### src/rtl/tbl_pkg.sv
// Shared types, codes and constants of the token bucket byte limiter.
// No dependencies; every module of the block imports this package; the interfaces do not.
package tbl_pkg;

  localparam int TICK_W    = 48;
  localparam int BYTE_W    = 32;
  localparam int RATE_W    = 32;
  localparam int DATA_W    = 48;
  localparam int CFG_IDX_W = 3;

  // refill divides by ticks per second = 8 * 125: a shift, then base 2^16 digits
  localparam int TICKS_PER_SEC = 1000;
  localparam int DIV8_SHIFT    = 3;
  localparam int DIGIT_W       = 16;
  localparam int REM_W         = 7;
  localparam int STEP_W        = DIGIT_W + REM_W;

  // ceil(2^30 / 125): exact quotient for every 23-bit dividend
  localparam logic [23:0] RECIP_125   = 24'd8589935;
  localparam int          RECIP_SHIFT = 30;
  localparam logic [6:0]  DIVISOR_125 = 7'd125;

  localparam logic [DATA_W-1:0] CAP_RESET = 48'd65536;

  typedef enum logic [1:0] {
    REQ_CHECK   = 2'd0,
    REQ_ACCOUNT = 2'd1,
    REQ_RESTART = 2'd2
  } req_type_t;

  typedef enum logic [1:0] {
    ST_PASS  = 2'd0,
    ST_RATE  = 2'd1,
    ST_TOTAL = 2'd2,
    ST_DONE  = 2'd3
  } status_t;

  typedef enum logic [CFG_IDX_W-1:0] {
    CFG_RATE       = 3'd0,
    CFG_CAPACITY   = 3'd1,
    CFG_HARD_EN    = 3'd2,
    CFG_HARD_LIMIT = 3'd3,
    CFG_SOFT_EN    = 3'd4,
    CFG_SOFT_LIMIT = 3'd5
  } cfg_idx_t;

  typedef struct packed {
    logic [RATE_W-1:0] rate;
    logic [DATA_W-1:0] capacity;
    logic              hard_en;
    logic [DATA_W-1:0] hard_limit;
    logic              soft_en;
    logic [DATA_W-1:0] soft_limit;
  } tbl_cfg_t;

  typedef struct packed {
    logic [1:0]        req_type;
    logic [TICK_W-1:0] now_tick;
    logic [BYTE_W-1:0] byte_count;
  } tbl_req_t;

  // what travels with a transaction down the refill pipeline
  typedef struct packed {
    logic [1:0]        req_type;
    logic [BYTE_W-1:0] byte_count;
    logic              tick_nz;
  } tbl_item_t;

  typedef struct packed {
    logic              allowed;
    status_t           status;
    logic              soft_crossed;
    logic [DATA_W-1:0] tokens_left;
  } tbl_rsp_t;

  // one long-division step by 125: returns {quotient digit, remainder}
  function automatic logic [STEP_W-1:0] div125_digit(input logic [REM_W-1:0] rem,
                                                      input logic [DIGIT_W-1:0] digit);
    logic [STEP_W-1:0]    v;
    logic [STEP_W+23:0]   prod;
    logic [DIGIT_W-1:0]   q;
    logic [STEP_W-1:0]    back;
    v    = {rem, digit};
    prod = (STEP_W+24)'(v) * (STEP_W+24)'(RECIP_125);
    q    = prod[RECIP_SHIFT +: DIGIT_W];
    back = STEP_W'(q) * STEP_W'(DIVISOR_125);
    return {q, REM_W'(v - back)};
  endfunction

endpackage

### src/rtl/tbl_div125.sv
// Pipelined divide by 125, one base 2^16 digit per stage, most significant first.
// Carries the transaction alongside. Uses tbl_pkg (div125_digit).
module tbl_div125
  import tbl_pkg::*;
#(
  parameter int COUNT_WIDTH = 48
) (
  input  logic                   clk,
  input  logic                   rst_n,
  input  logic                   in_valid,
  input  tbl_item_t              in_item,
  input  logic                   in_sat,
  input  logic [DIGIT_W*((COUNT_WIDTH+REM_W+DIGIT_W-1)/DIGIT_W)-1:0] in_dividend,
  output logic                   out_valid,
  output tbl_item_t              out_item,
  output logic                   out_sat,
  output logic [COUNT_WIDTH-1:0] out_quot
);

  localparam int W  = COUNT_WIDTH;
  localparam int ND = (W + REM_W + DIGIT_W - 1) / DIGIT_W;
  localparam int XW = DIGIT_W * ND;

  logic              v_r    [ND];
  tbl_item_t         item_r [ND];
  logic              sat_r  [ND];
  logic [XW-1:0]     q_r    [ND];
  logic [XW-1:0]     x_r    [ND-1];
  logic [REM_W-1:0]  rem_r  [ND-1];

  for (genvar k = 0; k < ND; k++) begin : g_digit
    logic              pv;
    tbl_item_t         pitem;
    logic              psat;
    logic [XW-1:0]     px;
    logic [XW-1:0]     pq;
    logic [REM_W-1:0]  prem;
    logic [STEP_W-1:0] step;
    logic [XW-1:0]     q_nxt;

    if (k == 0) begin : g_first
      assign pv    = in_valid;
      assign pitem = in_item;
      assign psat  = in_sat;
      assign px    = in_dividend;
      assign pq    = '0;
      assign prem  = '0;
    end else begin : g_next
      assign pv    = v_r[k-1];
      assign pitem = item_r[k-1];
      assign psat  = sat_r[k-1];
      assign px    = x_r[k-1];
      assign pq    = q_r[k-1];
      assign prem  = rem_r[k-1];
    end

    assign step = div125_digit(prem, px[(ND-1-k)*DIGIT_W +: DIGIT_W]);

    always_comb begin
      q_nxt = pq;
      q_nxt[(ND-1-k)*DIGIT_W +: DIGIT_W] = step[STEP_W-1:REM_W];
    end

    always_ff @(posedge clk) begin
      if (!rst_n) begin
        v_r[k] <= 1'b0;
      end else begin
        v_r[k] <= pv;
      end
    end

    always_ff @(posedge clk) begin
      item_r[k] <= pitem;
      sat_r[k]  <= psat;
      q_r[k]    <= q_nxt;
    end

    if (k < ND - 1) begin : g_carry
      always_ff @(posedge clk) begin
        x_r[k]   <= px;
        rem_r[k] <= step[REM_W-1:0];
      end
    end
  end

  assign out_valid = v_r[ND-1];
  assign out_item  = item_r[ND-1];
  assign out_sat   = sat_r[ND-1];
  assign out_quot  = q_r[ND-1][W-1:0];

endmodule

### config.mk
export PLATFORM = sky130hd
export DESIGN_NAME = tbl_div125
export DESIGN_NICKNAME = d
export VERILOG_FILES = /design/src/rtl/tbl_pkg.sv /design/src/rtl/tbl_div125.sv
export SDC_FILE = /design/constraint.sdc
export NUM_CORES = 2
export LEC_CHECK = 0
export BUFFER_PORTS_ARGS = -buffer_cell sky130_fd_sc_hd__buf_2
export CAP_MARGIN = 10
export CORE_MARGIN = 4
export CORE_UTILIZATION = 64
export CTS_CLUSTER_SIZE = 40
export DETAILED_ROUTE_END_ITERATION = 10
export PLACE_DENSITY = 0.81
export SLEW_MARGIN = 10
export SYNTH_ARGS = -nofsm -noshare
export SYNTH_HDL_FRONTEND = slang
export SYNTH_SLANG_ARGS = --single-unit
### constraint.sdc
create_clock -name clk -period 12.07 [get_ports clk]
set_clock_uncertainty 0.15 [all_clocks]
set_input_delay 0.6035 -clock clk [delete_from_list [all_inputs] [get_ports clk]]
set_output_delay 0.6035 -clock clk [all_outputs]
set_load 0.02 [all_outputs]
== After elaboration in Yosys (flattened, before gate mapping) ==
Memory sizes are Yosys's and may differ from the RTL's.
Index checks and enable logic that the tools add are counted.

* Register bits after elaboration: 0
* RAM bits: 617
* Input port bits: 103
* Output and inout port bits: 85
* Memories: 6

{| class="wikitable"
|+ Memory list
! memory !! depth !! width !! rd ports !! clocked after memory_dff !! wr ports !! RTL line !! RTL
|-
| q_r || 4 || 64 || 4 || 0 || 4 || tbl_div125.sv:27 || <nowiki>logic [XW-1:0] q_r [ND];</nowiki>
|-
| x_r || 3 || 64 || 3 || 0 || 3 || tbl_div125.sv:28 || <nowiki>logic [XW-1:0] x_r [ND-1];</nowiki>
|-
| item_r || 4 || 35 || 4 || 0 || 4 || tbl_div125.sv:25 || <nowiki>tbl_item_t item_r [ND];</nowiki>
|-
| rem_r || 3 || 7 || 3 || 0 || 3 || tbl_div125.sv:29 || <nowiki>logic [REM_W-1:0] rem_r [ND-1];</nowiki>
|-
| sat_r || 4 || 1 || 4 || 0 || 4 || tbl_div125.sv:26 || <nowiki>logic sat_r [ND];</nowiki>
|-
| v_r || 4 || 1 || 4 || 0 || 4 || tbl_div125.sv:24 || <nowiki>logic v_r [ND];</nowiki>
|}

* Add/sub/neg operators: 3
* Multipliers: 7
* Muxes and demuxes: 6
* Bitwise operators: 4

{| class="wikitable"
|+ Operators with widths
! kind !! number
|-
| $mul A23 B24 Y46 const B || 3
|-
| $mul A16 B24 Y40 const B || 1
|-
| $mul A16 B7 Y7 const B || 2
|-
| $sub A7 B7 Y7 || 3
|-
| $mul A10 B7 Y7 const B || 1
|-
| $mux W1 || 6
|-
| $or A1 B1 Y1 || 4
|}

== Logic depth before layout (Yosys ltp) ==
An unclocked memory read counts as a cell.

* Depth after elaboration: 4
* Mapped depth: 40
* Depth with buffers taken out: 40

== Worst setup path after synthesis ==
OpenSTA, ideal clock, no wires.

* Path type: register -> register
* From: memory rem_r[0][6]
* To: memory rem_r[1][6], in the netlist rem_r[0][13]
* Library setup time: 0.125 ns
* Arrival time: 8.600 ns
* Required time: 11.795 ns
* Setup slack: 3.195 ns
* Cell stages (with the launch flop): 36
* Buffers on the path: 0
* Period minus slack after synthesis: 8.875 ns
* Path through: dfxtp_1 > fa_1 > fa_1 > inv_1 > fa_1 > inv_1 > fa_1 > fa_1 > fa_1 > inv_1 > fa_1 > inv_1 > ha_1 > a21oi_1 > nand2_1 > a21o_1 > a21oi_1 > nor2b_1 > o21a_1 > or4_1 > o221ai_1 > xnor2_1 > ha_1 > inv_1 > fa_1 > fa_1 > inv_1 > fa_1 > inv_1 > ha_1 > a21oi_1 > xnor2_1 > xnor2_1 > xnor2_1 > xnor2_1 > xnor2_1

{| class="wikitable"
|+ RTL lines
! what !! RTL line
|-
| from (decl) || tbl_div125.sv:29
|}

==> flow_summary_export.csv <==
group,metric,value,unit
run_status,status,"complete, no violations",
detailed_routing,detail-route-antenna-nets,0,
clock_tree,htreeDepth,2,
global_routing,overflow,0,
worst_setup_path,cp_num_buf_inv,7,
timing,rsz0062_at_grt,"false",
global_routing,grt_use_total,26.4,%
floorplan,core-area,59400,um^2
logic_synthesis,yosys.area_share.simple,2.89,%
logic_synthesis,ys_warn_count,0,
timing,drv_slew,0,
worst_setup_path,critPathCaptureType,"flip-flop",
clock_tree,clkSlewWorstSetupHoldPaths,0.06,ns
timing,worst_slack,2.43,ns
floorplan,ioPinCount,188,
logic_synthesis,yosys.area_share.adder,60.0,%
logic_synthesis,synth_seq_cells,361,
placed_design,port_buffers,187,
clock_tree,worstSkewPairLatency,0.59,ns
hold_path,min_path_type,"primary input to flip-flop",
timing,fin_crit,9.64,ns
placed_design,gp_congestion,0.922,
clock_tree,root_buffer,"clkbuf_16",
worst_setup_path,arrival,9.94,ns
finish,layout_common_cells,"1108 x inv_1, 911 x ha_1, 586 x fa_1",
logic_synthesis,synth_compound_area_share,4.59,%
logic_synthesis,synth_top_flop_cell,"dfxtp_1",
detailed_routing,viasPerCell,5.17,
placed_design,dp_slack,2.55,ns
finish,final_area,42600,um^2
detailed_routing,wl_per_cell,17.4,um
logic_synthesis,synth-xor-area-share,2.75,%
clock_tree,cts_setup_buffers,0,
finish,final_nets,5488,
timing,finalSetupTns,0,ns
detailed_routing,vias,24300,
logic_synthesis,async_reset_ff_share,0,%
clock_tree,ctsHoldBuffers,81,
worst_setup_path,crit_type,"flip-flop to flip-flop",
clock_tree,cts_buffers,40,
finish,fillers,4181,
timing,finalHoldViolCount,0,
worst_setup_path,cp-start-kind,"flip-flop",
global_routing,grt_antenna_before_repair,7,
logic_synthesis,yosys.area.top_type_share,30.4,%
timing,relSlewSlack,48.7,%
logic_synthesis,synth_top_family_by_area,"adder cells",
worst_setup_path,cp_max_fo,8,
timing,fmax,0.104,GHz
global_routing,grt_pass1_wl,134000,um
detailed_routing,drc,0,
detailed_routing,wirelength,81500,um
logic_synthesis,synth_seq_area_share,18.8,%
global_routing,grt_pass1_vias,27000,
floorplan,die-area,64200,um^2
floorplan,rows,89,
logic_synthesis,synth_edf_count,0,
clock_tree,cts_tree,"done",
logic_synthesis,synth_cells,3580,
finish,syn_to_final_growth,10.6,%
logic_synthesis,ys_top_cells_by_area,"fa_1 30%, ha_1 30%, dfxtp_1 19%",
worst_setup_path,crit_slowest_cell,"o41ai_1",
worst_setup_path,crit_family,"adder cells",
logic_synthesis,syn_nets,5180,
worst_setup_path,worst_path_largest_cell_delay,0.64,ns
logic_synthesis,synth_top_cell_by_area,"fa_1",
clock_tree,cts_num_sinks,361,
floorplan,die_x,253,um
logic_synthesis,ys_types,62,
clock_tree,clockBufferDepth,3,
worst_setup_path,cp_common_cell,"fa_1",
clock_tree,cts_resized,0,
floorplan,start_util,64.9,%
logic_synthesis,syn_area,38500,um^2
logic_synthesis,synth.area.mux_share,0.130,%
finish,final_common_cell,"inv_1",
timing,setup_viol,0,
global_routing,grt_max_degree,15,
job,cap_violations,0,
detailed_routing,drtIter0Drc,1081,
placed_design,hpwl,68500,um
timing,post-route-period-util,79.9,%
detailed_routing,dr.pass1.iters,5,
logic_synthesis,avgSynthCellArea,10.8,um^2
placed_design,place_area,40400,um^2
worst_setup_path,crit_required,12.37,ns
timing,worst_slew_pin_slew,0.769,ns
floorplan,die_h,253,um
finish,layout-drive-gt1-share,7.10,%
==> path summary, 6_finish.rpt <==
check                                      from      endpoint  slack [ns]  cells after the start
worst min register to register        x_r[0][3]    x_r[0][67]        0.17                      0
worst max-delay path                rem_r[0][6]  rem_r[0][13]        2.43                     33
worst max register to register      rem_r[0][6]  rem_r[0][13]        2.43                     33
worst min-delay path            in_dividend[25]    x_r[0][25]        0.03                      1
==> registers in the layout (all words and copies together) (netlist names) <==
name and count:
x_r 96, v_r 4, q_r 96, rem_r 21, item_r 140, sat_r 4
==> routing by layer <==
metal | vias up | share of wire, % | GRT usage [%]
li1 | 11700 | - | -
met1 | 11800 | 41 | 33.2
met2 | 581 | 50 | 47.0
met3 | 194 | 4.8 | 3.72
met4 | 4 | 3.8 | 9.05
met5 | - | 0.026 | 0
==> area by class of cell <==
cell class,count,area [um^2],area share (%)
Tap cell,773,967,2.27
Clock buffer,51,1110,2.61
Antenna cell,2,5.00,0.0117
Multi-Input combinational cell,2107,27100,63.6
Timing Repair Buffer,270,1760,4.13
Clock inverter,19,280,0.657
Sequential cell,361,7230,17.0
Inverter,1108,4160,9.76
==> synthesized netlist by cell type (all sizes together), types with 4 or more instances <==
cell / instances
inv: 1108
ha: 911
fa: 586
dfxtp: 361
xnor2: 91
a21oi: 77
nor2: 60
nand2: 45
a21o: 42
o21ai: 34
xor2: 30
nand3: 24
o21a: 22
nor3: 16
a211oi: 14
o211ai: 14
nand4: 13
and3: 12
or2: 12
nor2b: 9
o21bai: 9
or3: 8
a31oi: 7
and2: 7
nand2b: 7
mux2i: 5
nor4: 5
o2111ai: 5
a2111oi: 4
a41oi: 4
==> metrics by stage <==
| step | hold WS, ns | cells | util (%) |
|---|---|---|---|
| 2_1_floorplan | 0.160 | 3580 | - |
| 3_3_place_gp | 0.160 | 4538 | 68.1 |
| 3_5_place_dp | 0.162 | 4538 | 68.1 |
| 4_1_cts | 0.000109 | 4689 | 71.8 |
| 5_1_grt | 0.0108 | 4691 | 71.8 |
| 6_report | 0.0281 | 4691 | 71.8 |
==> cells by family (layout without fill, tap and decap cells) <==
group	Yosys count	count (layout)
fa+ha+maj	1497	1497
buf+inv	1112	1448
flops	361	361
compound gates	259	259
simple gates	225	225
xor+xnor	121	121
mux	5	5
other cells	0	2
Power is left out: the tool's default activity adds up to more than one toggle a clock period on the data nets, which glitch-free logic cannot reach.
