<file path="src/rtl/tbl_pkg.sv">
// Shared types, codes and constants of the token bucket byte limiter.
// No dependencies; every module of the block imports this package; the interfaces do not.
package tbl_pkg;

  localparam int TICK_W    = 48;
  localparam int BYTE_W    = 32;
  localparam int RATE_W    = 32;
  localparam int DATA_W    = 48;
  localparam int CFG_IDX_W = 3;

  // refill divides by ticks per second = 8 * 125: a shift, then base 2^16 digits
  localparam int TICKS_PER_SEC = 1000;
  localparam int DIV8_SHIFT    = 3;
  localparam int DIGIT_W       = 16;
  localparam int REM_W         = 7;
  localparam int STEP_W        = DIGIT_W + REM_W;

  // ceil(2^30 / 125): exact quotient for every 23-bit dividend
  localparam logic [23:0] RECIP_125   = 24'd8589935;
  localparam int          RECIP_SHIFT = 30;
  localparam logic [6:0]  DIVISOR_125 = 7'd125;

  localparam logic [DATA_W-1:0] CAP_RESET = 48'd65536;

  typedef enum logic [1:0] {
    REQ_CHECK   = 2'd0,
    REQ_ACCOUNT = 2'd1,
    REQ_RESTART = 2'd2
  } req_type_t;

  typedef enum logic [1:0] {
    ST_PASS  = 2'd0,
    ST_RATE  = 2'd1,
    ST_TOTAL = 2'd2,
    ST_DONE  = 2'd3
  } status_t;

  typedef enum logic [CFG_IDX_W-1:0] {
    CFG_RATE       = 3'd0,
    CFG_CAPACITY   = 3'd1,
    CFG_HARD_EN    = 3'd2,
    CFG_HARD_LIMIT = 3'd3,
    CFG_SOFT_EN    = 3'd4,
    CFG_SOFT_LIMIT = 3'd5
  } cfg_idx_t;

  typedef struct packed {
    logic [RATE_W-1:0] rate;
    logic [DATA_W-1:0] capacity;
    logic              hard_en;
    logic [DATA_W-1:0] hard_limit;
    logic              soft_en;
    logic [DATA_W-1:0] soft_limit;
  } tbl_cfg_t;

  typedef struct packed {
    logic [1:0]        req_type;
    logic [TICK_W-1:0] now_tick;
    logic [BYTE_W-1:0] byte_count;
  } tbl_req_t;

  // what travels with a transaction down the refill pipeline
  typedef struct packed {
    logic [1:0]        req_type;
    logic [BYTE_W-1:0] byte_count;
    logic              tick_nz;
  } tbl_item_t;

  typedef struct packed {
    logic              allowed;
    status_t           status;
    logic              soft_crossed;
    logic [DATA_W-1:0] tokens_left;
  } tbl_rsp_t;

  // one long-division step by 125: returns {quotient digit, remainder}
  function automatic logic [STEP_W-1:0] div125_digit(input logic [REM_W-1:0] rem,
                                                      input logic [DIGIT_W-1:0] digit);
    logic [STEP_W-1:0]    v;
    logic [STEP_W+23:0]   prod;
    logic [DIGIT_W-1:0]   q;
    logic [STEP_W-1:0]    back;
    v    = {rem, digit};
    prod = (STEP_W+24)'(v) * (STEP_W+24)'(RECIP_125);
    q    = prod[RECIP_SHIFT +: DIGIT_W];
    back = STEP_W'(q) * STEP_W'(DIVISOR_125);
    return {q, REM_W'(v - back)};
  endfunction

endpackage

</file>
<file path="src/rtl/tbl_bucket.sv">
// Token count, usage total and soft warning flag; forms the result of each transaction.
// Uses tbl_pkg; fed with the refill amount from tbl_div125.
module tbl_bucket
  import tbl_pkg::*;
#(
  parameter int COUNT_WIDTH = 48
) (
  input  logic                   clk,
  input  logic                   rst_n,
  input  logic                   in_valid,
  input  tbl_item_t              in_item,
  input  logic                   in_sat,
  input  logic [COUNT_WIDTH-1:0] in_add,
  input  tbl_cfg_t               cfg,
  output logic                   out_valid,
  output tbl_rsp_t               out_rsp
);

  localparam int W  = COUNT_WIDTH;
  localparam int LW = ((W > DATA_W) ? W : DATA_W) + 1;

  logic [W-1:0]  tok_r, tok_nxt;
  logic [W-1:0]  used_r, used_nxt;
  logic          soft_warned_r, soft_warned_nxt;
  logic [W-1:0]  cap_w;
  logic [W-1:0]  bytes_w;
  logic [W:0]    tok_sum;
  logic [W-1:0]  refill;
  logic [W-1:0]  avail;
  logic          hard_fail;
  logic [W:0]    used_sum;
  logic [W-1:0]  used_acc;
  tbl_rsp_t      rsp;

  assign cap_w   = W'(cfg.capacity);
  assign bytes_w = W'(in_item.byte_count);
  assign tok_sum = (W+1)'(tok_r) + (W+1)'(in_add);
  assign refill  = (in_sat || tok_r >= cap_w || tok_sum >= (W+1)'(cap_w)) ? cap_w
                                                                        : tok_sum[W-1:0];
  assign avail   = in_item.tick_nz ? refill : tok_r;

  // used + bytes > limit covers bytes > limit as well
  assign hard_fail = cfg.hard_en &&
                     ((LW'(used_r) + LW'(in_item.byte_count)) > LW'(cfg.hard_limit));

  assign used_sum = (W+1)'(used_r) + (W+1)'(in_item.byte_count);
  assign used_acc = used_sum[W] ? '1 : used_sum[W-1:0];

  always_comb begin
    tok_nxt          = tok_r;
    used_nxt         = used_r;
    soft_warned_nxt  = soft_warned_r;
    rsp.allowed      = 1'b0;
    rsp.status       = ST_DONE;
    rsp.soft_crossed = 1'b0;
    if (in_valid) begin
      unique case (in_item.req_type)
        REQ_CHECK: begin
          if (avail >= bytes_w) begin
            tok_nxt = avail - bytes_w;
            if (hard_fail) begin
              rsp.status = ST_TOTAL;
            end else begin
              rsp.status  = ST_PASS;
              rsp.allowed = 1'b1;
            end
          end else begin
            tok_nxt    = avail;
            rsp.status = ST_RATE;
          end
        end
        REQ_ACCOUNT: begin
          used_nxt = used_acc;
          if (cfg.soft_en && !soft_warned_r && (LW'(used_acc) > LW'(cfg.soft_limit))) begin
            soft_warned_nxt  = 1'b1;
            rsp.soft_crossed = 1'b1;
          end
        end
        REQ_RESTART: begin
          tok_nxt = cap_w;
        end
        default: ;
      endcase
    end
    rsp.tokens_left = DATA_W'(tok_nxt);
  end

  always_ff @(posedge clk) begin
    if (!rst_n) begin
      tok_r         <= W'(CAP_RESET);
      used_r        <= '0;
      soft_warned_r <= 1'b0;
    end else begin
      tok_r         <= tok_nxt;
      used_r        <= used_nxt;
      soft_warned_r <= soft_warned_nxt;
    end
  end

  assign out_valid = in_valid;
  assign out_rsp   = rsp;

  a_warn_sticky: assert property (@(posedge clk) disable iff (!rst_n)
    soft_warned_r |=> soft_warned_r)
    else $error("soft warning flag cleared");

  a_refill_capped: assert property (@(posedge clk) disable iff (!rst_n)
    in_valid && in_item.req_type == REQ_CHECK && in_item.tick_nz |=> tok_r <= cap_w)
    else $error("token count above capacity after refill");

  a_cross_account: assert property (@(posedge clk) disable iff (!rst_n)
    in_valid && rsp.soft_crossed |-> cfg.soft_en && in_item.req_type == REQ_ACCOUNT)
    else $error("soft crossing flagged outside an account transaction");

endmodule

</file>
<file path="config.mk">
export PLATFORM = sky130hd
export DESIGN_NAME = tbl_bucket
export DESIGN_NICKNAME = d
export VERILOG_FILES = /design/src/rtl/tbl_pkg.sv /design/src/rtl/tbl_bucket.sv
export SDC_FILE = /design/constraint.sdc
export NUM_CORES = 1
export LEC_CHECK = 0
export BUFFER_PORTS_ARGS = -buffer_cell sky130_fd_sc_hd__buf_4
export CORE_ASPECT_RATIO = 1.75
export CORE_MARGIN = 2
export CORE_UTILIZATION = 30
export CTS_CLUSTER_SIZE = 20
export DETAILED_ROUTE_END_ITERATION = 8
export GPL_TIMING_DRIVEN = 0
export PLACE_DENSITY = 0.46
export SLEW_MARGIN = 0
export SYNTH_ARGS = -nofsm -noshare
export SYNTH_HDL_FRONTEND = slang
export SYNTH_SLANG_ARGS = --single-unit
</file>
<file path="constraint.sdc">
create_clock -name clk -period 16.6 [get_ports clk]
set_input_delay 1.66 -clock clk [delete_from_list [all_inputs] [get_ports clk]]
set_output_delay 1.66 -clock clk [all_outputs]
set_load 0.02 [all_outputs]
</file>
After elaboration in Yosys (flattened, before gate mapping)
Cells that the tools add are included.

word-level totals
  ROM bits = 0
  bits in latches = 0
  memories = 0
  flip-flop bits (word level) = 97
  input port bits = 265
  RAM bits = 0

operators by class
  shifts and indexed selects = 0
  magnitude comparators = 5
  divide/modulo/power cells = 0
  bitwise gates (word level) = 0
  $add $sub $neg = 3
  eq/ne operators = 2
  mux-type cells = 14
  reduce and logical (&&, ||, !) cells = 9
  multiply operators = 0

operator list
  operator              number
  $mux W48              5
  $pmux W48 S2          1
  $add A48 B32 Y49      1
  $add A48 B48 Y49      1
  $ge A49 B48 Y1        1
  $gt A49 B48 Y1        1
  $ge A48 B32 Y1        1
  $ge A48 B48 Y1        1
  $gt A48 B48 Y1        1
  $sub A48 B32 Y48      1
  $mux W1               4
  $mux W2               2
  $mux W4               1
  $logic_and A1 B1 Y1   3
  $mux W3               1
  $reduce_and A3 Y1     1
  $eq A2 B1 Y1 const B  1
  $eq A2 B2 Y1 const B  1
  $logic_not A2 Y1      1
  $logic_or A1 B1 Y1    2
  $reduce_and A2 Y1     1
  $logic_not A1 Y1      1

Longest topological paths before layout
  word-level depth = 9
  mapped depth = 43

Least setup slack after synthesis
Ideal clock, no wire load.

  kind = in2out
  from = in in_add[4]
  to = out out_rsp[47] in the netlist's numbering
  required time = 14.940 ns
  path slack = 4.882 ns
  arrival time = 10.058 ns
  stages = 38
  cell sequence = ha_1 > a2111oi_4 > o21ai_1 > a211o_1 > o211a_1 > or4b_1 > a31oi_1 > xor2_1 > inv_1 > ha_1 > a21oi_1 > o21ai_0 > a2111oi_0 > o21ai_0 > o31ai_1 > nand3_1 > clkbuf_1 > nor2_1 > [... 2 more ...] > nor2_1 > a21oi_1 > a21oi_1 > ha_1 > clkbuf_1 > a2111o_1 > or3_1 > o41a_1 > o41ai_1 > nor3_1 > o21a_1 > o41ai_1 > a21o_1 > nand3_1 > or2_4 > a2111oi_4 > mux2i_1 > or2_1

RTL lines
  element          line              source
  start, declared  tbl_bucket.sv:13  input logic [COUNT_WIDTH-1:0] in_add,
  end, declared    tbl_bucket.sv:16  output tbl_rsp_t out_rsp

==> flow_summary.toml <==
[outcome]
status = "finished, final reports clean"

[floorplan]
dieArea_sq_um = 60000
initial_core_util_pct = 30.3
fp.dieH_microns = 323
fp.coreArea_sq_um = 57300
dieWidth_microns = 186
row_count = 116
io_pins = 318

[critical_path]
r2r-end = "tok_r[32]"
cp-start-kind = "input pin"
crit_fanout = 10
max_stage_delay_ns = 0.74
r2r_slack_ns = 4.42
reg2reg_from = "tok_r[1]"
cp_data_required_time_ns = 14.94
critPathSlowestCell = "nor4_1"
arrival_ns = 13.56
path_class = "input pin to primary output"
cp-end-kind = "primary output"
reg2reg_depth = 36
crit_start = "in_add[4]"

[clock_tree]
htreeDepth = 3
clk_pin_slew_ns = 0.07
cts_tree = "built"
cts.sinks = 97
holdBufCountCts = 0
post_cts_buffers = 0
cts_buffers = 9
root_buffer = "clkbuf_16"
clock_latency_ns = 0.40
cts_buffer_depth = 2
cts_resized = 0

[timing]
fmax_mhz = 65.7
setup-tns-final_ns = 0
hold_violations = 0
finalWorstSetupSlack_ns = 1.38
fin_crit_sh_pct = 91.7
fin_crit_ns = 15.22
slew_violations = 0
skew_ns = 0.0175
rsz0062_at_grt = "no"
tightest_slew_ns = 1.40
relSlewSlack_pct = 6.89
setup_violations = 0

[synth]
netlist_area_sq_um = 17400
async_reset_ff_share_pct = 0
synth.distinct_cells = 87
yosysWarnings = 0
synth-main-ff-cell = "dfxtp_1"
synth.yosys.seq_area_share_pct = 11.2
syn_area_per_cell_sq_um = 7.05
syn_nets = 3039
synthCells = 2467
ys_ff_latch = 97
synth_edf_count = 0

[power_and_ir_drop]
p_per_area_nw_per_um2 = 62.6
peakVddDrop_uv = 55.3
power.leakage_uw = 0.0104

[global_routing]
grt_max_degree = 17
gr-total-overflow = 0
grtUsageTotal_pct = 26.8
antenna_found_initial = 3
grt_pass1_vias = 19800
grt_pass1_wl_microns = 119000

[routing]
drt_wl_total_microns = 81200
vias = 19400
wire_per_inst_microns = 23.0
vias_per_cell = 5.48
ant_nets = 0
drcViolationCount = 0
drt_iter0_markers = 961
dr.pass1.iters = 5

[worst_hold_path]
min_path_cells = 2
hp-start = "used_r[27]"
hold_path_class = "flip-flop to flip-flop"
holdPathEnd = "used_r[27]"

[placed_design]
gp_congestion = 0.946
pre_cts_ws_ns = 1.39
dp_hpwl_microns = 71500
io_buffers = 284

[job]
cap_violations = 0

[layout]
final_cell_mix = "ha_1 (304), buf_4 (286), a21oi_1 (263)"
final_common_cell = "ha_1"
antenna_cells = 0
synthToLayoutAreaGrowth_pct = 19.9
fin_nets = 3335
drive_gt1_share_pct = 13.7
[kinds of logic after synthesis]
family                     share of synthesized area (%)
and+or+nand+nor                                     23.7
AOI/OAI and AO/OA                                   29.8
buffers and inverters                               7.09
adders and majority gates                           22.2
xor gates and xnor gates                            5.34
DFF                                                 11.2
muxes                                              0.748
[how the worst max path moves through the flow]
stage / slack (ns) / end
3_5_place_dp: 1.39 / out_rsp[47]
6_report: 1.38 / out_rsp[32]
3_3_place_gp: 1.42 / out_rsp[47]
2_1_floorplan: 4.88 / out_rsp[47]
5_1_grt: 0.75 / out_rsp[47]
4_1_cts: 1.34 / out_rsp[47]
[cell type report]
| class | count | area [sq um] |
|---|---|---|
| plain buffers | 100 | 408 |
| clock buffers | 9 | 225 |
| clock inverters | 7 | 141 |
| fillers | 6299 | 36500 |
| inverters | 220 | 826 |
| multi-input cells | 2050 | 14200 |
| flip-flops and latches | 97 | 1940 |
| well taps | 767 | 960 |
| repair buffers | 285 | 2140 |
[worst max-delay path: cells and delay by family]
kind / cells / cell delay, ns
AO/OA/AOI/OAI: 15 / 4.65
XOR/XNOR: 1 / 0.31
adder cells (fa/ha/maj): 3 / 0.75
buffers and inverters: 10 / 2.98
AND/OR/NAND/NOR: 8 / 3.19
[synthesized netlist by cell type (34+ instances only)]
cell type | count | area [sq um]
inv_1 | 219 | 822
nor2_1 | 211 | 792
nor3_1 | 67 | 335
and2_1 | 36 | 225
nand2_1 | 145 | 544
a31oi_1 | 45 | 282
a211oi_1 | 35 | 263
xor2_1 | 42 | 368
a22oi_1 | 34 | 255
or2_2 | 38 | 238
nand3_1 | 112 | 561
dfxtp_1 | 97 | 1940
a21oi_1 | 263 | 1320
nand4_1 | 63 | 394
a21o_1 | 90 | 676
ha_1 | 304 | 3800
xnor2_1 | 64 | 561
o21ai_0 | 131 | 656
nand2b_1 | 37 | 231
clkbuf_1 | 79 | 297
[routing by layer]
layer	up-vias	share of wire, %	track usage (%)
li1	9621	-	-
met1	8979	37	27.7
met2	613	52	51.0
met3	165	4.3	2.95
met4	4	6.7	16.2
met5	-	0.030	0
[power by group]
group / leakage, uW / switching (uW) / internal (uW) / total [uW]
sequential: 0.000792 / 17.8 / 245 / 263
combinational: 0.00941 / 469 / 302 / 771
clock: 0.000176 / 109 / 163 / 272
[stage by stage]
step | hold slack (ns) | cell area, sq um | util [%] | cells | power (uW)
3_3_place_gp | 0.442 | 20500 | 35.7 | 3518 | 1020
2_1_floorplan | 0.432 | 17400 | - | 2467 | 763
5_1_grt | 0.502 | 20900 | 36.4 | 3535 | 1400
6_report | 0.478 | 20900 | 36.4 | 3535 | 1310
3_5_place_dp | 0.464 | 20500 | 35.7 | 3519 | 1030
4_1_cts | 0.475 | 20900 | 36.4 | 3535 | 1310
[state kept, by name (all words and copies together), names as in the netlist]
register,count
used_r,48
tok_r,48
soft_warned_r,1
(Power assumes the default switching activity.)
