<file path="src/rtl/tbl_pkg.sv">
// Shared types, codes and constants of the token bucket byte limiter.
// No dependencies; every module of the block imports this package; the interfaces do not.
package tbl_pkg;

  localparam int TICK_W    = 48;
  localparam int BYTE_W    = 32;
  localparam int RATE_W    = 32;
  localparam int DATA_W    = 48;
  localparam int CFG_IDX_W = 3;

  // refill divides by ticks per second = 8 * 125: a shift, then base 2^16 digits
  localparam int TICKS_PER_SEC = 1000;
  localparam int DIV8_SHIFT    = 3;
  localparam int DIGIT_W       = 16;
  localparam int REM_W         = 7;
  localparam int STEP_W        = DIGIT_W + REM_W;

  // ceil(2^30 / 125): exact quotient for every 23-bit dividend
  localparam logic [23:0] RECIP_125   = 24'd8589935;
  localparam int          RECIP_SHIFT = 30;
  localparam logic [6:0]  DIVISOR_125 = 7'd125;

  localparam logic [DATA_W-1:0] CAP_RESET = 48'd65536;

  typedef enum logic [1:0] {
    REQ_CHECK   = 2'd0,
    REQ_ACCOUNT = 2'd1,
    REQ_RESTART = 2'd2
  } req_type_t;

  typedef enum logic [1:0] {
    ST_PASS  = 2'd0,
    ST_RATE  = 2'd1,
    ST_TOTAL = 2'd2,
    ST_DONE  = 2'd3
  } status_t;

  typedef enum logic [CFG_IDX_W-1:0] {
    CFG_RATE       = 3'd0,
    CFG_CAPACITY   = 3'd1,
    CFG_HARD_EN    = 3'd2,
    CFG_HARD_LIMIT = 3'd3,
    CFG_SOFT_EN    = 3'd4,
    CFG_SOFT_LIMIT = 3'd5
  } cfg_idx_t;

  typedef struct packed {
    logic [RATE_W-1:0] rate;
    logic [DATA_W-1:0] capacity;
    logic              hard_en;
    logic [DATA_W-1:0] hard_limit;
    logic              soft_en;
    logic [DATA_W-1:0] soft_limit;
  } tbl_cfg_t;

  typedef struct packed {
    logic [1:0]        req_type;
    logic [TICK_W-1:0] now_tick;
    logic [BYTE_W-1:0] byte_count;
  } tbl_req_t;

  // what travels with a transaction down the refill pipeline
  typedef struct packed {
    logic [1:0]        req_type;
    logic [BYTE_W-1:0] byte_count;
    logic              tick_nz;
  } tbl_item_t;

  typedef struct packed {
    logic              allowed;
    status_t           status;
    logic              soft_crossed;
    logic [DATA_W-1:0] tokens_left;
  } tbl_rsp_t;

  // one long-division step by 125: returns {quotient digit, remainder}
  function automatic logic [STEP_W-1:0] div125_digit(input logic [REM_W-1:0] rem,
                                                      input logic [DIGIT_W-1:0] digit);
    logic [STEP_W-1:0]    v;
    logic [STEP_W+23:0]   prod;
    logic [DIGIT_W-1:0]   q;
    logic [STEP_W-1:0]    back;
    v    = {rem, digit};
    prod = (STEP_W+24)'(v) * (STEP_W+24)'(RECIP_125);
    q    = prod[RECIP_SHIFT +: DIGIT_W];
    back = STEP_W'(q) * STEP_W'(DIVISOR_125);
    return {q, REM_W'(v - back)};
  endfunction

endpackage

</file>
<file path="src/rtl/tbl_refill.sv">
// Front of the refill pipeline: input register, last tick tracking, elapsed time,
// split rate x elapsed product and saturation check. Uses tbl_pkg.
module tbl_refill
  import tbl_pkg::*;
#(
  parameter int COUNT_WIDTH = 48
) (
  input  logic                 clk,
  input  logic                 rst_n,
  input  logic                 acc,
  input  tbl_req_t             req,
  input  logic [RATE_W-1:0]    rate,
  output logic                 x_valid,
  output tbl_item_t            x_item,
  output logic                 x_sat,
  output logic [DIGIT_W*((COUNT_WIDTH+REM_W+DIGIT_W-1)/DIGIT_W)-1:0] x_dividend
);

  localparam int W   = COUNT_WIDTH;
  localparam int HW  = (W + 1) / 2;
  localparam int LW  = W - HW;
  localparam int PW  = RATE_W + W;
  localparam int XW  = DIGIT_W * ((W + REM_W + DIGIT_W - 1) / DIGIT_W);
  localparam logic [PW:0] LIM_DIV = (PW+1)'(TICKS_PER_SEC) << W;
  localparam logic [PW:0] LIM_OVF = (PW+1)'(1) << 64;
  // from this value up the refill fills the bucket whatever the count
  localparam logic [PW:0] SAT_LIM = (LIM_DIV < LIM_OVF) ? LIM_DIV : LIM_OVF;

  logic                v0_r, v1_r, v2_r, v3_r;
  tbl_req_t            req0_r;
  logic [W-1:0]        last_tick_r;
  logic [W-1:0]        now_w;
  logic [W-1:0]        elapsed;
  logic [W-1:0]        e1_r;
  tbl_item_t           item1_r, item2_r, item3_r;
  logic [RATE_W+HW-1:0] pp_lo_r;
  logic [RATE_W+LW-1:0] pp_hi_r;
  logic [PW-1:0]       prod;
  logic                sat3_r;
  logic [XW-1:0]       x3_r;

  assign now_w   = W'(req0_r.now_tick);
  assign elapsed = now_w - last_tick_r;
  assign prod    = (PW'(pp_hi_r) << HW) + PW'(pp_lo_r);

  always_ff @(posedge clk) begin
    if (!rst_n) begin
      v0_r        <= 1'b0;
      v1_r        <= 1'b0;
      v2_r        <= 1'b0;
      v3_r        <= 1'b0;
      last_tick_r <= '0;
    end else begin
      v0_r <= acc;
      v1_r <= v0_r;
      v2_r <= v1_r;
      v3_r <= v2_r;
      // a check leaves last tick at now either way; restart sets it
      if (v0_r && (req0_r.req_type == REQ_CHECK || req0_r.req_type == REQ_RESTART)) begin
        last_tick_r <= now_w;
      end
    end
  end

  always_ff @(posedge clk) begin
    if (acc) begin
      req0_r <= req;
    end
    e1_r    <= elapsed;
    item1_r <= '{req_type: req0_r.req_type, byte_count: req0_r.byte_count,
                 tick_nz: (elapsed != '0)};
    pp_lo_r <= (RATE_W+HW)'(rate) * (RATE_W+HW)'(e1_r[HW-1:0]);
    pp_hi_r <= (RATE_W+LW)'(rate) * (RATE_W+LW)'(e1_r[W-1:HW]);
    item2_r <= item1_r;
    sat3_r  <= {1'b0, prod} >= SAT_LIM;
    x3_r    <= XW'(prod >> DIV8_SHIFT);
    item3_r <= item2_r;
  end

  assign x_valid    = v3_r;
  assign x_item     = item3_r;
  assign x_sat      = sat3_r;
  assign x_dividend = x3_r;

endmodule

</file>
<file path="config.mk">
export PLATFORM = sky130hd
export DESIGN_NAME = tbl_refill
export DESIGN_NICKNAME = d
export VERILOG_FILES = /design/src/rtl/tbl_pkg.sv /design/src/rtl/tbl_refill.sv
export SDC_FILE = /design/constraint.sdc
export NUM_CORES = 2
export LEC_CHECK = 0
export ABC_AREA = 1
export ABC_CLOCK_PERIOD_IN_PS = 7200
export BUFFER_PORTS_ARGS = -buffer_cell sky130_fd_sc_hd__buf_2
export CORE_MARGIN = 4
export CORE_UTILIZATION = 59
export DETAILED_ROUTE_END_ITERATION = 7
export MAX_ROUTING_LAYER = met4
export PLACE_DENSITY = 0.83
export SLEW_MARGIN = 20
export SYNTH_ARGS = -nofsm -noshare
export SYNTH_HDL_FRONTEND = slang
export SYNTH_SLANG_ARGS = --single-unit
</file>
<file path="constraint.sdc">
create_clock -name clk -period 7.2 [get_ports clk]
set_clock_uncertainty 0.05 [all_clocks]
set_input_delay 1.44 -clock clk [delete_from_list [all_inputs] [get_ports clk]]
set_output_delay 1.44 -clock clk [all_outputs]
set_load 0.01 [all_outputs]
</file>
-- Word level (Yosys, flattened, before mapping)
Index checks and enable logic that the tools add are counted.
- multiply operators: 2
- $lt $le $gt $ge: 1
- reductions and logical operators: 4
- add/sub/neg operators: 2
- equality and inequality tests: 1
- operators by type and width (cell ; count):
    $mul 32x24->56 ; 2
    $add 80x56->80 ; 1
    $ge 80x58->1 const B ; 1
    $reduce_bool 48->1 ; 1
    $sub 48x48->48 ; 1
    $eq 2x2->1 const B ; 1
    $logic_not 2->1 ; 1
    $logic_and 1x1->1 ; 1
    $logic_or 1x1->1 ; 1
- bits in registers: 464
- bits of input ports: 117
- logic and storage cells: 32

-- Longest topological paths before layout
- word-level depth: 3
- gate-level depth with buffers: 32
- depth with buffers taken out: 31

-- Worst setup path after synthesis
Ideal clock, no wire load.
- kind: input port to flip-flop
- start: input rate[28]
- end: register pp_lo_r[54]
- arrival time: 7.224 ns
- data required time: 7.038 ns
- path buffers: 2
- slack: -0.186 ns
- library setup time: 0.112 ns
- stages: 29
- cell sequence: clkbuf_1 > buf_1 > nand2_1 > fa_1 > inv_1 > fa_1 > inv_1 > fa_1 > inv_1 > fa_1 > fa_1 > fa_1 > inv_1 > fa_1 > inv_1 > ha_1 > nand2_1 > nor2_1 > inv_1 > nor2_1 > inv_1 > nor3_1 > nand3_1 > nand3_1 > nand2_1 > o211ai_1 > nand2_1 > nand3_1 > nand2_1
- longest elaborated chain between the ends: 1
- RTL lines (item ; RTL line ; source):
    from (decl) ; tbl_refill.sv:12 ; input logic [RATE_W-1:0] rate,
    $mul 32x24->56 ; tbl_refill.sv:72 ; pp_lo_r <= (RATE_W+HW)'(rate) * (RATE_W+HW)'(e1_r[HW-1:0]);
    to (signal assigned) ; tbl_refill.sv:72 ;
    to (decl) ; tbl_refill.sv:36 ; logic [RATE_W+HW-1:0] pp_lo_r;
Every way passes these cells.
A chain may end at the register's enable or synchronous reset.

-- Worst setup path after layout
- start: input rate[17]
- end: register pp_hi_r[44]
- longest elaborated chain between the ends: 1
- RTL lines (item ; RTL line ; source):
    $mul 32x24->56 ; tbl_refill.sv:73 ; pp_hi_r <= (RATE_W+LW)'(rate) * (RATE_W+LW)'(e1_r[W-1:HW]);
    to (signal assigned) ; tbl_refill.sv:73 ;
    to (decl) ; tbl_refill.sv:37 ; logic [RATE_W+LW-1:0] pp_hi_r;
Every way passes these cells.

==> results.py <==
metrics = {
    "routing": {
        "drtIter0Drc": 4811,
        "vias_per_cell": 5.27,
        "wl_per_cell_um": 18.6,
        "drt_wl_total_mm": 205,
        "vias": 58007,
        "drtPass1Iterations": 7,
        "ant_nets": 0,
        "drc": 0,
    },
    "place": {
        "place_hpwl_mm": 168,
        "gp_congestion": 1.02,
        "port_buffers": 217,
    },
    "worst_hold_path": {
        "min_to": "x_item[11]",
        "hp-start": "item2_r[11]",
        "holdPathStages": 0,
        "hold_class": "flop to flop",
    },
    "timing": {
        "setup-tns-final_ns": 0,
        "relSlewSlack_pct": 28.0,
        "setup_violations": 0,
        "tightest_slew_ns": 1.08,
        "rsz0062_at_grt": "yes",
        "min_period_ns": 7.10,
        "max_freq_ghz": 0.141,
        "period_share_pct": 98.6,
        "slew_violations": 0,
        "hold_violations": 0,
        "timing.hold.ws_ns": 0.249,
    },
    "global_route": {
        "grt_pass1_wl_mm": 326,
        "grt_usage_pct": 34.8,
        "grt_antenna_before_repair": 8,
        "grt_max_degree": 92,
        "overflow": 0,
        "grt_pass1_vias": 62383,
    },
    "cts": {
        "cts_tree": "yes",
        "cts-htree-levels": 2,
        "cts_root_buffer": "clkbuf_16",
        "clock_sinks": 461,
        "worst_skew_pair.late_latency_ns": 0.65,
        "cts_inserted_buffers": 49,
        "path_clk_slew_ns": 0.09,
        "clockBufferDepth": 3,
    },
    "floorplanning": {
        "dieArea_um2": 123000,
        "start_util_pct": 59.5,
        "rows": 125,
        "die_h_um": 351,
        "core_area_um2": 117000,
        "die_w_um": 351,
        "ios": 218,
    },
    "synth": {
        "synth_seq_area_share_pct": 14.5,
        "synth_ff_type": "dfxtp_1",
        "synth_edf_count": 82,
        "netlist_area_um2": 69400,
        "syn_inst": 8887,
        "synth_seq_cells": 461,
        "ys_types": 54,
        "yosys_warnings": 0,
        "async_reset_ff_share_pct": 0,
        "synth_nets": 10765,
        "synth.avg_cell_area_um2": 7.80,
    },
    "worst_setup_path": {
        "rr_endpoint": "pp_hi_r[44]",
        "cp_data_required_time_ns": 7.72,
        "cp-start-kind": "primary input",
        "critPathCaptureType": "flop",
        "arrival_ns": 7.61,
        "r2r_cells": 23,
        "criticalPathCategory": "primary input to flop",
        "r2r_setup_slack_ns": 0.25,
        "rr_startpoint": "e1_r[34]",
        "critPathMaxFanout": 12,
    },
    "final_layout": {
        "areaGrowthSynthToFinish_pct": 13.7,
        "drive_above_1_share_pct": 11.4,
        "nets": 11318,
    },
    "run": {
        "max_cap_viol_count": 0,
    },
    "run_status": {
        "status": "finished, final reports clean",
    },
}
cell type report:
class,count,area (um2)
timing repair buffer,820,6560
inverter,2722,10200
sequential,461,10100
antenna,8,20.0
clock inverter,25,380
tap,1524,1910
clock buffer,66,1380
fill,9130,37700
multi-input combinational,5386,48300
worst max-delay path, cell delays in order:
cell	delay (ns)
buf_2	0.11
buf_12	0.16
buf_16	0.18
buf_12	0.15
nand2_1	0.06
inv_1	0.06
fa_1	0.50
inv_1	0.05
fa_1	0.54
inv_1	0.06
fa_1	0.44
fa_1	0.53
fa_1	0.44
fa_1	0.49
inv_1	0.05
fa_1	0.58
inv_1	0.11
ha_4	0.31
buf_4	0.13
nand2_1	0.10
nor2_2	0.15
inv_1	0.10
nor3_1	0.14
inv_1	0.11
nor2_1	0.15
nand3_1	0.11
o2111ai_1	0.15
xor2_1	0.17
logic make-up after synthesis:
family	after synthesis	synth area share, %
buffers and inverters	3040	16.5
AND/OR/NAND/NOR	2928	16.7
adder cells (fa/ha/maj)	1761	46.0
AO/OA/AOI/OAI	552	4.44
flip-flops	461	14.5
XOR/XNOR	145	1.85
per-stage QoR:
stage               utilization (%)  worst slack, ns  area (um2)  instances
global placement               65.5           -0.589       76300      10903
global route                   67.7          -0.0910       78900      11011
CTS                            67.0         0.000311       78100      10994
finish                         67.7            0.103       78900      11012
detailed placement             65.5           -0.662       76300      10903
floorplan                         -          -0.0221       69400       8887
Yosys cell counts (3+ instances only):
| cell type | number | area (um2) |
|---|---|---|
| inv_1 | 2713 | 10200 |
| nand2_1 | 2301 | 8640 |
| fa_1 | 1318 | 26400 |
| ha_1 | 443 | 5540 |
| dfxtp_1 | 379 | 7590 |
| nor2_1 | 334 | 1250 |
| clkbuf_1 | 270 | 1010 |
| a21oi_1 | 260 | 1300 |
| o21ai_0 | 159 | 796 |
| nand3_1 | 119 | 596 |
| xor2_1 | 97 | 850 |
| edfxtp_1 | 82 | 2460 |
| buf_1 | 48 | 180 |
| xnor2_1 | 46 | 403 |
| nor3_1 | 43 | 215 |
| nand4_1 | 36 | 225 |
| a31oi_1 | 35 | 219 |
| nand2_2 | 27 | 169 |
| nor2_2 | 23 | 144 |
| o21ai_1 | 17 | 85.1 |
| a21o_1 | 14 | 105 |
| o21bai_1 | 13 | 97.6 |
| o21a_1 | 12 | 90.1 |
| nand3_2 | 11 | 110 |
| nand3b_1 | 11 | 82.6 |
| a21oi_2 | 10 | 87.6 |
| nor4_1 | 9 | 56.3 |
| inv_2 | 7 | 26.3 |
| o211ai_1 | 5 | 37.5 |
| nor3_2 | 4 | 40.0 |
| a211oi_1 | 3 | 22.5 |
| a21boi_1 | 3 | 22.5 |
| and3_1 | 3 | 18.8 |
| o21bai_2 | 3 | 33.8 |
metal layers:
metal  vias to the layer above  GRT usage, %  share of wire (%)
li1                      26322             -                  -
met1                     27858          42.9                 38
met2                      3051          54.6                 45
met3                       776          7.70                 10
met4                         0          17.2                6.5
met5                         -             -                  0
worst max-delay path by stage:
stage              from     endpoint
6_report       rate[17]  pp_hi_r[44]
3_5_place_dp   rate[11]  pp_hi_r[49]
5_1_grt        rate[24]  pp_lo_r[44]
4_1_cts        rate[11]  pp_hi_r[49]
3_3_place_gp   rate[11]  pp_hi_r[55]
2_1_floorplan  rate[30]  pp_lo_r[54]
flip-flops by register name, indices dropped and copies added, names as in the netlist:
name and count:
e1_r 48, item1_r 35, item2_r 35, last_tick_r 48, now_w 48, pp_hi_r 56, pp_lo_r 53, req0_r 34
v0_r 1, v1_r 1, v2_r 1, x_dividend 64, x_item 35, x_sat 1, x_valid 1
placed cells by master, fill, tap and decap left out, types with 7 or more instances in the layout:
cell type,count
buf_12,54
buf_2,207
nor3_2,8
nand3_1,116
nand3_2,14
buf_4,528
a21oi_2,31
nor2_1,322
nand2_2,30
nand3b_1,11
a31oi_1,27
o21ai_0,148
xor2_1,94
dfxtp_1,377
inv_1,2711
o21a_1,12
diode_2,8
a21o_1,14
buf_6,12
clkbuf_1,9
ha_1,429
nor2_2,34
edfxtp_1,82
o21bai_1,13
clkbuf_16,57
a21oi_1,237
xnor2_1,46
clkbuf_8,7
nand4_1,36
o21ai_1,25
nand2_1,2298
a31oi_2,8
nor4_1,9
inv_2,8
ha_4,9
nor3_1,37
fa_1,1315
timing repair:
action | 4_1_cts | 5_1_grt
buffers inserted | 0 | 3
hold buffers | 0 | 0
endpoints found under the setup margin | 1 | 65
cloned | 0 | 7
gates resized for setup | 1 | 135
pin swaps | 0 | 7
Power is left out: the tool's default activity adds up to more than one toggle a clock period on the data nets, which glitch-free logic cannot reach.
